==> config.mk <==
export PLATFORM = sky130hd
export DESIGN_NAME = hsv_to_rgb_converter_top
export DESIGN_NICKNAME = d
export VERILOG_FILES = /design/src/rtl/hsv2rgb_pkg.sv /design/src/rtl/hsv_to_rgb_converter_top.sv /design/src/rtl/hsv2rgb_prep.sv /design/src/rtl/hsv2rgb_terms.sv /design/src/rtl/hsv2rgb_scale.sv
export SDC_FILE = /design/constraint.sdc
export NUM_CORES = 2
export LEC_CHECK = 0
export ABC_CLOCK_PERIOD_IN_PS = 6300
export BUFFER_PORTS_ARGS = -buffer_cell sky130_fd_sc_hd__clkbuf_2
export CORE_MARGIN = 1.5
export CORE_UTILIZATION = 62
export CTS_CLUSTER_SIZE = 24
export DETAILED_ROUTE_END_ITERATION = 16
export PLACE_DENSITY = 0.88
export SYNTH_ARGS = -nofsm -noshare
export SYNTH_HDL_FRONTEND = slang
export SYNTH_SLANG_ARGS = --single-unit
==> constraint.sdc <==
create_clock -name aclk -period 6.3 [get_ports aclk]
set_input_delay 1.26 -clock aclk [delete_from_list [all_inputs] [get_ports aclk]]
set_output_delay 1.26 -clock aclk [all_outputs]
set_load 0.1 [all_outputs]
==> src/rtl/hsv2rgb_pkg.sv <==
// shared types and constants for the hsv to rgb converter
`timescale 1ns / 1ps

package hsv2rgb_pkg;

    // field widths
    localparam int HUE_W  = 9;
    localparam int PCT_W  = 7;
    localparam int CH_W   = 8;
    localparam int FRAC_W = 6;
    localparam int TERM_W = 13;
    localparam int NUM_W  = 20;

    // arithmetic constants
    localparam int SECTOR_SPAN = 60;
    localparam int PCT_FULL    = 100;
    localparam int TERM_SPAN   = SECTOR_SPAN * PCT_FULL;

    localparam logic [HUE_W-1:0]  HUE_MAX     = HUE_W'(359);
    localparam logic [PCT_W-1:0]  PCT_MAX     = PCT_W'(PCT_FULL);
    localparam logic [TERM_W-1:0] SPAN_T      = TERM_W'(SECTOR_SPAN);
    localparam logic [TERM_W-1:0] TERM_SPAN_T = TERM_W'(TERM_SPAN);

    // channel = floor(n * 255 / 600000) = floor(((n * 17) >> 6) / 625)
    // the divide by 625 is a multiply by ceil(2^28 / 625), exact for 18-bit operands
    localparam int SCALE_MUL   = 17;
    localparam int SCALE_SHIFT = 6;
    localparam int RECIP_SHIFT = 28;
    localparam int RECIP_MULT  = 429497;
    localparam int RECIP_W     = 19;
    localparam int PRE_W       = 18;
    localparam int PROD_W      = PRE_W + RECIP_W;

    typedef enum logic [2:0] {
        SEC_RY = 3'd0,
        SEC_YG = 3'd1,
        SEC_GC = 3'd2,
        SEC_CB = 3'd3,
        SEC_BM = 3'd4,
        SEC_MR = 3'd5
    } sector_t;

    typedef struct packed {
        sector_t              sector;
        logic [FRAC_W-1:0]    frac;
        logic [PCT_W-1:0]     sat;
        logic [PCT_W-1:0]     val;
    } prep_t;

    typedef struct packed {
        sector_t              sector;
        logic [PCT_W-1:0]     val;
        logic [TERM_W-1:0]    a_p;
        logic [TERM_W-1:0]    a_q;
        logic [TERM_W-1:0]    a_t;
    } term_t;

    typedef struct packed {
        logic [NUM_W-1:0]     red;
        logic [NUM_W-1:0]     green;
        logic [NUM_W-1:0]     blue;
    } num_t;

endpackage

==> src/rtl/hsv_to_rgb_converter_top.sv <==
// hsv to rgb converter, top level with stream ports
`timescale 1ns / 1ps

// converts one pixel per clock from hue (degrees), saturation and value
// (percent) to 8-bit red, green and blue. the datapath is five register
// stages: clamp and sector split, p/q/t factors, value scaling with sector
// select, and a two-stage constant divide that scales by 255/600000 with
// truncation. a new request is taken every cycle, and each stage has its own
// valid bit and ready, so a stall on the result side fills the empty stages
// before the input side is held. out-of-range fields clamp: hue to 359,
// saturation and value to 100. the block has no state across pixels and no
// configuration.

module hsv_to_rgb_converter_top
    import hsv2rgb_pkg::*;
(
    input  logic         aclk,
    input  logic         aresetn,
    input  logic         s_axis_tvalid,
    output logic         s_axis_tready,
    // hue [8:0], saturation [15:9], brightness [22:16], zero [23]
    input  logic [23:0]  s_axis_tdata,
    output logic         m_axis_tvalid,
    input  logic         m_axis_tready,
    // red [7:0], green [15:8], blue [23:16]
    output logic [23:0]  m_axis_tdata
);

    // stage handshakes
    logic       prep_valid;
    logic       prep_ready;
    prep_t      prep_data;
    logic       num_valid;
    logic       num_ready;
    num_t       num_data;

    logic [CH_W-1:0] red;
    logic [CH_W-1:0] green;
    logic [CH_W-1:0] blue;

    // clamp fields, find sector and fraction
    hsv2rgb_prep u_prep (
        .aclk      (aclk),
        .aresetn   (aresetn),
        .in_valid  (s_axis_tvalid),
        .in_ready  (s_axis_tready),
        .in_hue    (s_axis_tdata[HUE_W-1:0]),
        .in_sat    (s_axis_tdata[HUE_W +: PCT_W]),
        .in_val    (s_axis_tdata[HUE_W+PCT_W +: PCT_W]),
        .out_valid (prep_valid),
        .out_ready (prep_ready),
        .out_data  (prep_data)
    );

    // p, q, t numerators over 600000, routed to channels by sector
    hsv2rgb_terms u_terms (
        .aclk      (aclk),
        .aresetn   (aresetn),
        .in_valid  (prep_valid),
        .in_ready  (prep_ready),
        .in_data   (prep_data),
        .out_valid (num_valid),
        .out_ready (num_ready),
        .out_data  (num_data)
    );

    // numerator * 255 / 600000, truncated; last stage is the output register
    hsv2rgb_scale u_scale (
        .aclk      (aclk),
        .aresetn   (aresetn),
        .in_valid  (num_valid),
        .in_ready  (num_ready),
        .in_data   (num_data),
        .out_valid (m_axis_tvalid),
        .out_ready (m_axis_tready),
        .out_red   (red),
        .out_green (green),
        .out_blue  (blue)
    );

    assign m_axis_tdata = {blue, green, red};

endmodule

==> src/rtl/hsv2rgb_prep.sv <==
// input stage: clamps the fields and splits hue into sector and fraction
`timescale 1ns / 1ps

module hsv2rgb_prep
    import hsv2rgb_pkg::*;
(
    input  logic              aclk,
    input  logic              aresetn,
    input  logic              in_valid,
    output logic              in_ready,
    input  logic [HUE_W-1:0]  in_hue,
    input  logic [PCT_W-1:0]  in_sat,
    input  logic [PCT_W-1:0]  in_val,
    output logic              out_valid,
    input  logic              out_ready,
    output prep_t             out_data
);

    logic              valid_reg;
    prep_t             data_reg;
    prep_t             data_next;
    logic [HUE_W-1:0]  hue_c;
    logic [HUE_W-1:0]  base;
    logic [HUE_W-1:0]  frac_w;
    logic              load;

    assign in_ready = !valid_reg || out_ready;
    assign load     = in_valid && in_ready;

    always_comb begin
        hue_c = (in_hue > HUE_MAX) ? HUE_MAX : in_hue;
        if (hue_c >= HUE_W'(5 * SECTOR_SPAN)) begin
            data_next.sector = SEC_MR;
            base = HUE_W'(5 * SECTOR_SPAN);
        end else if (hue_c >= HUE_W'(4 * SECTOR_SPAN)) begin
            data_next.sector = SEC_BM;
            base = HUE_W'(4 * SECTOR_SPAN);
        end else if (hue_c >= HUE_W'(3 * SECTOR_SPAN)) begin
            data_next.sector = SEC_CB;
            base = HUE_W'(3 * SECTOR_SPAN);
        end else if (hue_c >= HUE_W'(2 * SECTOR_SPAN)) begin
            data_next.sector = SEC_GC;
            base = HUE_W'(2 * SECTOR_SPAN);
        end else if (hue_c >= HUE_W'(SECTOR_SPAN)) begin
            data_next.sector = SEC_YG;
            base = HUE_W'(SECTOR_SPAN);
        end else begin
            data_next.sector = SEC_RY;
            base = '0;
        end
        frac_w         = hue_c - base;
        data_next.frac = frac_w[FRAC_W-1:0];
        data_next.sat  = (in_sat > PCT_MAX) ? PCT_MAX : in_sat;
        data_next.val  = (in_val > PCT_MAX) ? PCT_MAX : in_val;
    end

    always_ff @(posedge aclk) begin
        if (!aresetn) begin
            valid_reg <= 1'b0;
        end else if (in_ready) begin
            valid_reg <= in_valid;
        end
    end

    always_ff @(posedge aclk) begin
        if (load) begin
            data_reg <= data_next;
        end
    end

    assign out_valid = valid_reg;
    assign out_data  = data_reg;

    // fraction within a sector never reaches the sector span
    a_frac_range: assert property (@(posedge aclk) disable iff (!aresetn)
        valid_reg |-> ({{(HUE_W-FRAC_W){1'b0}}, data_reg.frac} < HUE_W'(SECTOR_SPAN)))
        else $error("sector fraction out of range");

endmodule

==> src/rtl/hsv2rgb_terms.sv <==
// two stages: p, q, t factors, then scaling by value and sector select
`timescale 1ns / 1ps

module hsv2rgb_terms
    import hsv2rgb_pkg::*;
(
    input  logic   aclk,
    input  logic   aresetn,
    input  logic   in_valid,
    output logic   in_ready,
    input  prep_t  in_data,
    output logic   out_valid,
    input  logic   out_ready,
    output num_t   out_data
);

    logic              fac_valid_reg;
    term_t             fac_reg;
    term_t             fac_next;
    logic              fac_ready;
    logic              num_valid_reg;
    num_t              num_reg;
    num_t              num_next;
    logic [TERM_W-1:0] frac_w;
    logic [TERM_W-1:0] sat_w;
    logic [TERM_W-1:0] frac_inv;
    logic [NUM_W-1:0]  val_w;
    logic [NUM_W-1:0]  nv;
    logic [NUM_W-1:0]  np;
    logic [NUM_W-1:0]  nq;
    logic [NUM_W-1:0]  nt;

    assign fac_ready = !num_valid_reg || out_ready;
    assign in_ready  = !fac_valid_reg || fac_ready;

    // factors over 6000: p = 60*(100-s), q = 6000-f*s, t = 6000-(60-f)*s
    always_comb begin
        frac_w          = TERM_W'(in_data.frac);
        sat_w           = TERM_W'(in_data.sat);
        frac_inv        = SPAN_T - frac_w;
        fac_next.sector = in_data.sector;
        fac_next.val    = in_data.val;
        fac_next.a_p    = (TERM_W'(PCT_MAX) - sat_w) * SPAN_T;
        fac_next.a_q    = TERM_SPAN_T - frac_w * sat_w;
        fac_next.a_t    = TERM_SPAN_T - frac_inv * sat_w;
    end

    always_ff @(posedge aclk) begin
        if (!aresetn) begin
            fac_valid_reg <= 1'b0;
        end else if (in_ready) begin
            fac_valid_reg <= in_valid;
        end
    end

    always_ff @(posedge aclk) begin
        if (in_valid && in_ready) begin
            fac_reg <= fac_next;
        end
    end

    always_comb begin
        val_w = NUM_W'(fac_reg.val);
        nv    = val_w * NUM_W'(TERM_SPAN_T);
        np    = val_w * NUM_W'(fac_reg.a_p);
        nq    = val_w * NUM_W'(fac_reg.a_q);
        nt    = val_w * NUM_W'(fac_reg.a_t);
        case (fac_reg.sector)
            SEC_RY: begin num_next.red = nv; num_next.green = nt; num_next.blue = np; end
            SEC_YG: begin num_next.red = nq; num_next.green = nv; num_next.blue = np; end
            SEC_GC: begin num_next.red = np; num_next.green = nv; num_next.blue = nt; end
            SEC_CB: begin num_next.red = np; num_next.green = nq; num_next.blue = nv; end
            SEC_BM: begin num_next.red = nt; num_next.green = np; num_next.blue = nv; end
            default: begin num_next.red = nv; num_next.green = np; num_next.blue = nq; end
        endcase
    end

    always_ff @(posedge aclk) begin
        if (!aresetn) begin
            num_valid_reg <= 1'b0;
        end else if (fac_ready) begin
            num_valid_reg <= fac_valid_reg;
        end
    end

    always_ff @(posedge aclk) begin
        if (fac_valid_reg && fac_ready) begin
            num_reg <= num_next;
        end
    end

    assign out_valid = num_valid_reg;
    assign out_data  = num_reg;

    // no factor exceeds the full term span
    a_fac_range: assert property (@(posedge aclk) disable iff (!aresetn)
        fac_valid_reg |-> (fac_reg.a_p <= TERM_SPAN_T && fac_reg.a_q <= TERM_SPAN_T
                           && fac_reg.a_t <= TERM_SPAN_T))
        else $error("term factor above span");

endmodule

==> src/rtl/hsv2rgb_scale.sv <==
// two stages: scales term numerators to 8-bit channels by 255/600000
`timescale 1ns / 1ps

module hsv2rgb_scale
    import hsv2rgb_pkg::*;
(
    input  logic             aclk,
    input  logic             aresetn,
    input  logic             in_valid,
    output logic             in_ready,
    input  num_t             in_data,
    output logic             out_valid,
    input  logic             out_ready,
    output logic [CH_W-1:0]  out_red,
    output logic [CH_W-1:0]  out_green,
    output logic [CH_W-1:0]  out_blue
);

    localparam int X_W = NUM_W + 5;

    // (n * 17) >> 6
    function automatic logic [PRE_W-1:0] pre_scale(input logic [NUM_W-1:0] n);
        logic [X_W-1:0] x;
        x = X_W'(n) * X_W'(SCALE_MUL);
        return PRE_W'(x >> SCALE_SHIFT);
    endfunction

    function automatic logic [CH_W-1:0] recip(input logic [PRE_W-1:0] y);
        logic [PROD_W-1:0] prod;
        prod = PROD_W'(y) * PROD_W'(RECIP_MULT);
        return prod[RECIP_SHIFT +: CH_W];
    endfunction

    logic              pre_valid_reg;
    logic              pre_ready;
    logic [PRE_W-1:0]  red_pre_reg;
    logic [PRE_W-1:0]  green_pre_reg;
    logic [PRE_W-1:0]  blue_pre_reg;
    logic              ch_valid_reg;
    logic [CH_W-1:0]   red_reg;
    logic [CH_W-1:0]   green_reg;
    logic [CH_W-1:0]   blue_reg;

    assign pre_ready = !ch_valid_reg || out_ready;
    assign in_ready  = !pre_valid_reg || pre_ready;

    always_ff @(posedge aclk) begin
        if (!aresetn) begin
            pre_valid_reg <= 1'b0;
            ch_valid_reg  <= 1'b0;
        end else begin
            if (in_ready) begin
                pre_valid_reg <= in_valid;
            end
            if (pre_ready) begin
                ch_valid_reg <= pre_valid_reg;
            end
        end
    end

    always_ff @(posedge aclk) begin
        if (in_valid && in_ready) begin
            red_pre_reg   <= pre_scale(in_data.red);
            green_pre_reg <= pre_scale(in_data.green);
            blue_pre_reg  <= pre_scale(in_data.blue);
        end
        if (pre_valid_reg && pre_ready) begin
            red_reg   <= recip(red_pre_reg);
            green_reg <= recip(green_pre_reg);
            blue_reg  <= recip(blue_pre_reg);
        end
    end

    assign out_valid = ch_valid_reg;
    assign out_red   = red_reg;
    assign out_green = green_reg;
    assign out_blue  = blue_reg;

    // reset empties the output stage
    a_reset_empty: assert property (@(posedge aclk)
        !aresetn |=> !ch_valid_reg)
        else $error("output valid after reset");

    // a held result keeps its channels while the output side is not ready
    a_hold: assert property (@(posedge aclk) disable iff (!aresetn)
        ch_valid_reg && !out_ready |=> ch_valid_reg && $stable(red_reg)
            && $stable(green_reg) && $stable(blue_reg))
        else $error("stalled result changed");

    // a stalled pre-scale stage must not be overwritten
    a_pre_hold: assert property (@(posedge aclk) disable iff (!aresetn)
        pre_valid_reg && !pre_ready |=> pre_valid_reg && $stable(red_pre_reg)
            && $stable(green_pre_reg) && $stable(blue_pre_reg))
        else $error("stalled pre-scale stage changed");

endmodule
==> reports/results.ini <==
[yosys]
synth-edff-count=207
yosysWarnings=0
avgSynthCellArea_sq_um=9.82
synth_area_sq_um=42200
async_flop_share_pct=0
synthFlopType=edfxtp_1
syn_inst=4300
synth_cell_types=80
seq_area_frac_synth_pct=15.0
synth-seq-cells=212
synthesis.nets=5700

[placement]
gp_congestion=1.01
post-dp-hpwl_mm=78.6
place_inst=5197
portBuffers=52

[finish]
largest_reg_flops=60
seqCellArea_sq_um=6320
instances_no_fill=5263
layout_commonest_cell=inv_1
nets=5767
multi_input_area_sq_um=31800
area_growth_syn_to_layout_pct=5.98
mostFrequentLayoutCells=inv_1, ha_1, fa_1, nand2_1, and2_1
fill_cells=4924
drive_gt1_share_pct=4.40

[sta]
worst_pin_slew_ns=1.05
finalSetupViolCount=0
relSlewSlack_pct=30.1
fin_setup_tns_ns=0
period_share_pct=96.0
rsz0062_at_grt=false
fin_crit_ns=6.05
finClkSkew_ns=0.0366
hold_viol=0
max_freq_ghz=0.165
maxSlewViolCount=0

[setup_path]
worstSetupPathType=reg -> reg
r2r_slack_ns=0.25
worstPathArrival_ns=6.38
start_kind=flop
crit_fanout=6
cp-end-kind=flop
required_ns=6.63

[clock_tree]
tritoncts=done
clock_latency_ns=0.60
htreeDepth=1
ctsRootBufferMaster=clkbuf_16
clockBufferDepth=3
path_clk_slew_ns=0.06
cts_sinks=212
numCtsBuffers=28

[routing]
initialDrtViolationCount=1959
ant_nets=0
wl_mm=92.9
vias_per_cell=5.68
dr.pass1.iters=9
routedWlPerCell_microns=17.6
vias=29900
drc=0

[run]
drv_cap=0

[run_status]
status=complete, no violations

[worst_hold_path]
hold_class=reg -> reg

[floorplanning]
row_count=95
start_util_pct=62.8
die_h_microns=264
die_w_microns=264
pin_count=54
core_area_sq_um=67300
dieArea_sq_um=69700

[grt]
globalRouteOverflowTotal=0
antenna_found_initial=1
grt_use_total_pct=27.4
grt_pass1_vias=31700
grt_pass1_wl_mm=155
grt_start_max_net_pins=63

## synth_stat cells (all sizes together) (11+ instances only)
cell type	count	share of area, %
fa	628	30
nand2b	22	0.33
nor3	38	0.45
and2	219	3.2
nand3	36	0.43
a211o	11	0.23
a21boi	11	0.20
and3	21	0.31
o21ai	104	1.2
o21bai	30	0.53
xor2	52	1.1
edfxtp	207	15
or3	12	0.19
mux2i	13	0.31
or2	12	0.18
a211oi	18	0.32
ha	744	22
a31oi	17	0.25
inv	1044	9.3
o31ai	19	0.34
clkbuf	72	0.64
o21a	25	0.44
o22ai	12	0.18
o211ai	19	0.34
nor2b	21	0.31
nor2	136	1.2
a21o	59	1.0
a21oi	161	1.9
a221oi	16	0.33
xnor2	125	2.6
nand2	233	2.1
## critical path: stages (launching register included)
cell and delay (ns):
edfxtp_1 0.58, inv_1 0.15, ha_1 0.35, inv_1 0.17
fa_1 0.47, fa_1 0.55, inv_1 0.08, fa_1 0.51
inv_1 0.06, fa_1 0.48, inv_1 0.05, fa_1 0.47
inv_1 0.04, ha_1 0.19, a21o_1 0.18, a21oi_1 0.15
o211ai_1 0.09, a311o_1 0.39, o21ai_2 0.23, a21oi_1 0.15
o41a_1 0.34, xnor2_1 0.13
## final timing paths
path / cells after the start / end / from
setup reg to reg: 21 / u_scale.out_green[7] / u_scale.green_pre_reg[10]
hold / removal: 0 / u_terms.fac_reg[44] / u_prep.out_data[5]
setup / recovery: 21 / u_scale.out_green[7] / u_scale.green_pre_reg[10]
hold reg to reg: 0 / u_terms.fac_reg[44] / u_prep.out_data[5]
## cells by family (layout without fill, tap and decap cells)
family / after synthesis / after routing / share of synthesized area (%)
AO/OA/AOI/OAI: 605 / 605 / 9.59
multiplexers: 18 / 18 / 0.441
other: 0 / 1 / 0
flip-flops: 212 / 212 / 15.0
adder cells (fa/ha/maj): 1375 / 1375 / 51.9
buffers and inverters: 1120 / 1209 / 9.96
AND/OR/NAND/NOR: 793 / 793 / 9.50
XOR/XNOR: 177 / 177 / 3.67
## through the flow
step	worst slack, ns	utilization [%]	hold WS [ns]	area [sq um]
after floorplan	0.462	-	0.400	42200
after global placement	0.273	65.0	0.404	43700
after detailed placement	0.174	65.0	0.405	43700
after CTS	0.147	66.4	0.415	44600
after global routing	0.000743	66.5	0.420	44700
final	0.249	66.5	0.414	44800
## area by class of cell
class	count	share of cell area, %
Multi-Input combinational cell	2968	71.0
Sequential cell	212	14.1
Inverter	1044	8.76
Tap cell	873	2.44
Clock buffer	32	1.69
Timing Repair Buffer	113	1.66
Clock inverter	20	0.363
Antenna cell	1	0.00559
## metal layers
metal / GRT usage (%) / part of all wire, %
met5: 0 / 0
met4: 9.57 / 3.9
met3: 2.91 / 5.3
met2: 48.7 / 50
met1: 34.6 / 41
## timing repair
action,CTS,global route
setup endpoints to repair,0,6
setup buffers,0,13
hold buffers,0,0
resized for setup,0,2
Power is left out: the tool's default activity adds up to more than one toggle a clock period on the data nets, which glitch-free logic cannot reach.
